`config.mk`:
```
export PLATFORM = sky130hd
export DESIGN_NAME = sdm_lane
export DESIGN_NICKNAME = d
export VERILOG_FILES = /design/src/rtl/sdm_pkg.sv /design/src/rtl/sdm_lane.sv
export SDC_FILE = /design/constraint.sdc
export NUM_CORES = 2
export LEC_CHECK = 0
export BUFFER_PORTS_ARGS = -buffer_cell sky130_fd_sc_hd__buf_4
export CAP_MARGIN = 30
export CORE_MARGIN = 2
export CORE_UTILIZATION = 30
export DETAILED_ROUTE_END_ITERATION = 10
export PLACE_DENSITY = 0.45
export SYNTH_ARGS = -nofsm -noshare
export SYNTH_HDL_FRONTEND = slang
export SYNTH_SLANG_ARGS = --single-unit
```
`constraint.sdc`:
```
create_clock -name i_clk -period 9.3 [get_ports i_clk]
set_input_delay 1.395 -clock i_clk [delete_from_list [all_inputs] [get_ports i_clk]]
set_output_delay 1.395 -clock i_clk [all_outputs]
set_load 0.02 [all_outputs]
```
`src/rtl/sdm_pkg.sv`:
```
// Shared constants, types and a helper function for the stereo downmix matrix.
package sdm_pkg;

    localparam int MAX_CHANNELS = 8;
    localparam int COEF_WIDTH   = 16;

    localparam int NUM_LANES  = 8;
    localparam int SAMPLE_W   = 32;
    localparam int OUT_W      = 32;
    localparam int CNT_W      = 4;
    localparam int CFG_W      = 64;
    localparam int CFG_IDX_W  = 3;
    localparam int NUM_COEF   = 4;
    localparam int SLICE_W    = 16;
    localparam int COEF_FIELD = (COEF_WIDTH > SLICE_W) ? SLICE_W : COEF_WIDTH;
    localparam int COEF_FRAC  = COEF_WIDTH - 2;
    localparam int PROD_W     = SAMPLE_W + COEF_WIDTH;
    localparam int SUM_W      = PROD_W + 3;
    localparam int RND_W      = SUM_W + 1;

    localparam logic [OUT_W-1:0] LIM_NARROW = 32'd32767;
    localparam logic [OUT_W-1:0] LIM_WIDE   = 32'd2147483647;

    localparam logic [CFG_IDX_W-1:0] CFG_COEF_01 = 3'd0;
    localparam logic [CFG_IDX_W-1:0] CFG_COEF_23 = 3'd1;
    localparam logic [CFG_IDX_W-1:0] CFG_COEF_45 = 3'd2;
    localparam logic [CFG_IDX_W-1:0] CFG_COEF_67 = 3'd3;
    localparam logic [CFG_IDX_W-1:0] CFG_ACTIVE  = 3'd4;
    localparam logic [CFG_IDX_W-1:0] CFG_WIDE    = 3'd5;

    localparam logic [CFG_W-1:0] RST_COEF_01 = 64'd2305843009213702144;
    localparam logic [CFG_W-1:0] RST_COEF_23 = 64'd816289888246175400;
    localparam logic [CFG_W-1:0] RST_COEF_45 = 64'd1152921504606851072;
    localparam logic [CFG_W-1:0] RST_COEF_67 = 64'd0;
    localparam logic [CNT_W-1:0] RST_ACTIVE  = 4'd6;

    typedef logic signed [COEF_WIDTH-1:0] t_coef;
    typedef logic signed [PROD_W-1:0]     t_prod;

    typedef struct packed {
        logic vld;
        logic blk_end;
    } t_ctl;

    function automatic t_coef coef_ext(input logic [COEF_FIELD-1:0] slice);
        return COEF_WIDTH'($signed(slice));
    endfunction

endpackage

```
`src/rtl/sdm_lane.sv`:
```
// One channel lane: selects the sample width and forms both registered products.
module sdm_lane
    import sdm_pkg::*;
(
    input  logic                i_clk,
    input  logic                i_en,
    input  logic                i_active,
    input  logic                i_wide,
    input  logic [SAMPLE_W-1:0] i_sample,
    input  t_coef               i_coef_l,
    input  t_coef               i_coef_r,
    output t_prod               o_prod_l,
    output t_prod               o_prod_r
);

    logic signed [SAMPLE_W-1:0] smp;
    t_prod                      n_prod_l;
    t_prod                      n_prod_r;
    t_prod                      r_prod_l;
    t_prod                      r_prod_r;

    always_comb begin
        smp = i_wide ? $signed(i_sample) : SAMPLE_W'($signed(i_sample[15:0]));
        n_prod_l = PROD_W'(smp) * PROD_W'(i_coef_l);
        n_prod_r = PROD_W'(smp) * PROD_W'(i_coef_r);
        if (!i_active) begin
            n_prod_l = '0;
            n_prod_r = '0;
        end
    end

    always_ff @(posedge i_clk) begin
        if (i_en) begin
            r_prod_l <= n_prod_l;
            r_prod_r <= n_prod_r;
        end
    end

    assign o_prod_l = r_prod_l;
    assign o_prod_r = r_prod_r;

endmodule

```
After elaboration in Yosys (flattened, before gate mapping)
Cells that the tools add are included.
{ "classes": {"n_addsub": 0, "n_mul": 2, "div_mod_pow": 0, "order_cmp": 0, "n_eq_ne": 0, "shift": 0, "mux": 1, "n_bitwise": 0, "reduce_logical": 0} }
{ "ops": {"columns": ["cell", "count"], "rows": [
  ["$mul A32 B16 Y48", 2],
  ["$mux W32", 1]
]} }
{ "totals": {"register_bits": 96, "latch_bits": 0, "mem_bits_rw": 0, "rom_bits": 0, "input_bits": 68, "out_inout_bits": 96, "wordCells": 5, "memories": 0} }

Longest topological paths before layout
{ "depth": {"word_depth": 2, "depth_mapped": 29, "mapped_depth_nobuf": 25} }

Worst setup path before layout
No wires, ideal clock.
{ "synth_timing": {"path_type": "input to register", "start": "in i_wide", "end": "reg r_prod_l[47] (netlist: o_prod_l[47]), data pin", "setup_ns": 0.255, "arrival_time_ns": 7.653, "required_ns": 9.045, "slack_ns": 1.392, "stages": 25, "n_path_buf": 2, "cell_sequence": "clkbuf_1 > nand2_1 > nand2_1 > clkbuf_1 > nand2_1 > inv_1 > fa_1 > fa_1 > fa_1 > fa_1 > fa_1 > inv_1 > fa_1 > inv_1 > ha_1 > a21o_1 > a21oi_1 > nor2b_1 > or4_1 > a31o_2 > a21oi_1 > o21a_1 > a21oi_1 > xnor2_1 > and2_1"} }
{ "synth_between": {"elab_chain_cells": 2} }
{ "synth_lines": {"columns": ["item", "line", "source"], "rows": [
  ["from (decl)", "sdm_lane.sv:8", "input logic i_wide,"],
  ["$mux W32", "sdm_lane.sv:23", "smp = i_wide ? $signed(i_sample) : SAMPLE_W'($signed(i_sample[15:0]));"],
  ["$mul A32 B16 Y48", "sdm_lane.sv:24", "n_prod_l = PROD_W'(smp) * PROD_W'(i_coef_l);"],
  ["to (signal assigned)", "sdm_lane.sv:34", "r_prod_l <= n_prod_l;"],
  ["to (decl)", "sdm_lane.sv:19", "t_prod r_prod_l;"]
]} }
No other way between the ends.
A chain may end at the register's enable or synchronous reset.

Worst setup path after layout
{ "layout_timing": {"start": "in i_wide", "end": "reg r_prod_l[46] (netlist: o_prod_l[46]), data pin"} }
The elaborated chain is that of the path after synthesis.

==> metrics.txt <==
DRC Markers=0; Post-Place Cell Area=42300 um^2; CORE AREA=130000 um^2; final WL=102000 um; die span in x=366 um; Max-Slew Margin vs Limit=32.1%; Final Util=32.7%; # rows=132; io pins=164; top post-synthesis cells by count=inv_1 (1074), fa_1 (972), nand2_1 (621); status=finished clean; post-synth top area share=49.4%; # hold bufs at CTS=0; Hold Vio Cnt, Final=0; Hold Path Stages=2; GRT Total Usage=16.0%; Post-synth top flop=edfxtp_1; DR pass1 iterations=5; GRT overflow=0; routability cong.=0.793; Post-Synthesis Net Count=5576; via count=27500; Layout area overhead=7.97%; initial antenna violation count=1; IO buf count=163; Die Y=366 um; Least-Margin Pin Slew=1010 ps; Worst-path clk slew=80 ps; Crit Path Category=primary input to flip-flop; die area=134000 um^2; Max Clock Freq=118 MHz; Final HPWL DP=82600 um; Mapped Cells=4308; DRT antenna net count=0; share of cells above drive strength 1=5.76%; synthesized cell area=39400 um^2; Root Driver=clkbuf_16; most common cell in the synthesized netlist=inv_1; CTS tree=done; crit path max fanout=25; crit share post-route=91.2%; hold endpoint=o_prod_r[0]$_SDFFCE_PN0P_; vias in the first global route=30500; Clock Tree Buf Depth=2; Worst setup EP type=flip-flop; vias per inst=4.54; layout net count=5569; RSZ-0062 raised after global routing=false; Synth cell types=72; Slew Limit Fails=0; first-pass GRT wire length=169000 um; Mapped Avg Cell Area=9.14 um^2; cell accounting for the most synthesized area=fa_1; Area contributors post-synth=fa_1 (49%), inv_1 (10%), and2_1 (8.3%); largest net degree at the start of global routing=66; hold wc startpoint=i_coef_r[0]; Seq cells post-synth=96; min Tclk post-route=8480 ps; Clock Sink Count=96; Initial Util=30.3%; Iteration-0 DRC Markers=1164; worst hold path class=primary input to flip-flop; # Max-Cap Violations=0; post_cts resized=0; Seq/Total Area, Yosys=7.32%; depth of the CTS H-tree=3; final instance area=42500 um^2; asr flop ratio synth=0%; Arrival @ worst endpoint=8670 ps; Final setup viols=0; Setup TNS Final=0 ps; Post-synth EDFFs=96; CTS Buf Count=9; Routed WL per cell=16.8 um; post-CTS setup buffers=0; crit path launch type=primary input; Syn. warnings=0; CP required=9480 ps
[worst max-delay path: stages]
cell and delay [ps]:
buf_4 180, nand2b_1 190, buf_4 200, nand2_1 70, buf_4 360, nand2_1 140, fa_1 530, fa_1 510
fa_1 510, inv_1 50, fa_1 500, fa_1 490, inv_1 50, fa_1 470, inv_1 40, ha_1 380
a21oi_1 90, o21ai_0 320, a32oi_1 160, a31oi_1 510, o211ai_1 200, o21ai_0 460, o21ai_0 280, o21ai_0 300
xor2_1 100, and2_1 160
[sequential cells by signal, summed over array words and instances (netlist names)]
signal,flops
o_prod_r,48
o_prod_l,48
[layer usage]
metal  part of all wire [%]  GRT usage, %  vias to the layer above
li1                       -             -                    12400
met1                     44          20.7                    14600
met2                     53          29.4                      354
met3                    2.7          1.76                       33
met4                   0.75          1.99                        0
met5                      0             0                        -
[kinds of logic after synthesis]
kind of cell | after synthesis | share of synthesized area [%]
flip-flops | 96 | 7.32
AND/OR/NAND/NOR | 1333 | 16.6
AO/OA/AOI/OAI | 284 | 4.75
buffers and inverters | 1299 | 12.5
XOR/XNOR | 96 | 2.13
adder cells (fa/ha/maj) | 1200 | 56.6
[per-stage QoR]
step | std cells | hold slack [ps] | setup slack (ps)
floorplan | 4308 | 1510 | 1390
global placement | 6032 | 1820 | 416
detailed placement | 6032 | 1820 | 387
CTS | 6046 | 1500 | 851
global route | 6046 | 1520 | 319
finish | 6048 | 1540 | 815
[final cells by class]
| type | instances | area [um^2] |
|---|---|---|
| inverters | 1074 | 4030 |
| fillers | 13900 | 87400 |
| multi-input cells | 2913 | 31600 |
| clock buffers | 9 | 225 |
| well taps | 1742 | 2180 |
| repair buffers | 207 | 1600 |
| flip-flops and latches | 96 | 2880 |
| diodes | 2 | 5.00 |
| clock inverters | 5 | 26.3 |
[worst max-delay path by stage]
stage	start	endpoint	slack (ps)	cells after the start
2_1_floorplan	i_wide	o_prod_l[47]$_SDFFCE_PN0P_	1390	25
3_3_place_gp	i_wide	o_prod_l[46]$_SDFFCE_PN0P_	420	26
6_report	i_wide	o_prod_l[46]$_SDFFCE_PN0P_	820	26
4_1_cts	i_wide	o_prod_l[46]$_SDFFCE_PN0P_	850	26
5_1_grt	i_wide	o_prod_l[46]$_SDFFCE_PN0P_	320	27
3_5_place_dp	i_wide	o_prod_l[46]$_SDFFCE_PN0P_	390	26
[cell usage in the layout (no fill, tap or decap), types with 8 or more instances in the layout]
cell / Yosys / final
inv_1: 1074 / 1074
fa_1: 972 / 972
nand2_1: 621 / 621
and2_1: 524 / 524
ha_1: 228 / 228
buf_4: 4 / 203
edfxtp_1: 96 / 96
nor2_1: 91 / 91
a21oi_1: 90 / 90
xnor2_1: 65 / 65
o21ai_0: 47 / 47
a21o_1: 41 / 41
xor2_1: 31 / 31
nand3_1: 19 / 19
o21a_1: 18 / 18
o21bai_1: 15 / 15
nand4_1: 15 / 15
nor2b_1: 11 / 11
nand2b_1: 10 / 10
and3_1: 10 / 10
nor3_1: 10 / 10
clkbuf_16: 0 / 9
a211oi_1: 8 / 8
Power is not shown: default switching activity piles up to over one toggle a cycle in this logic, so the estimate is an artifact.
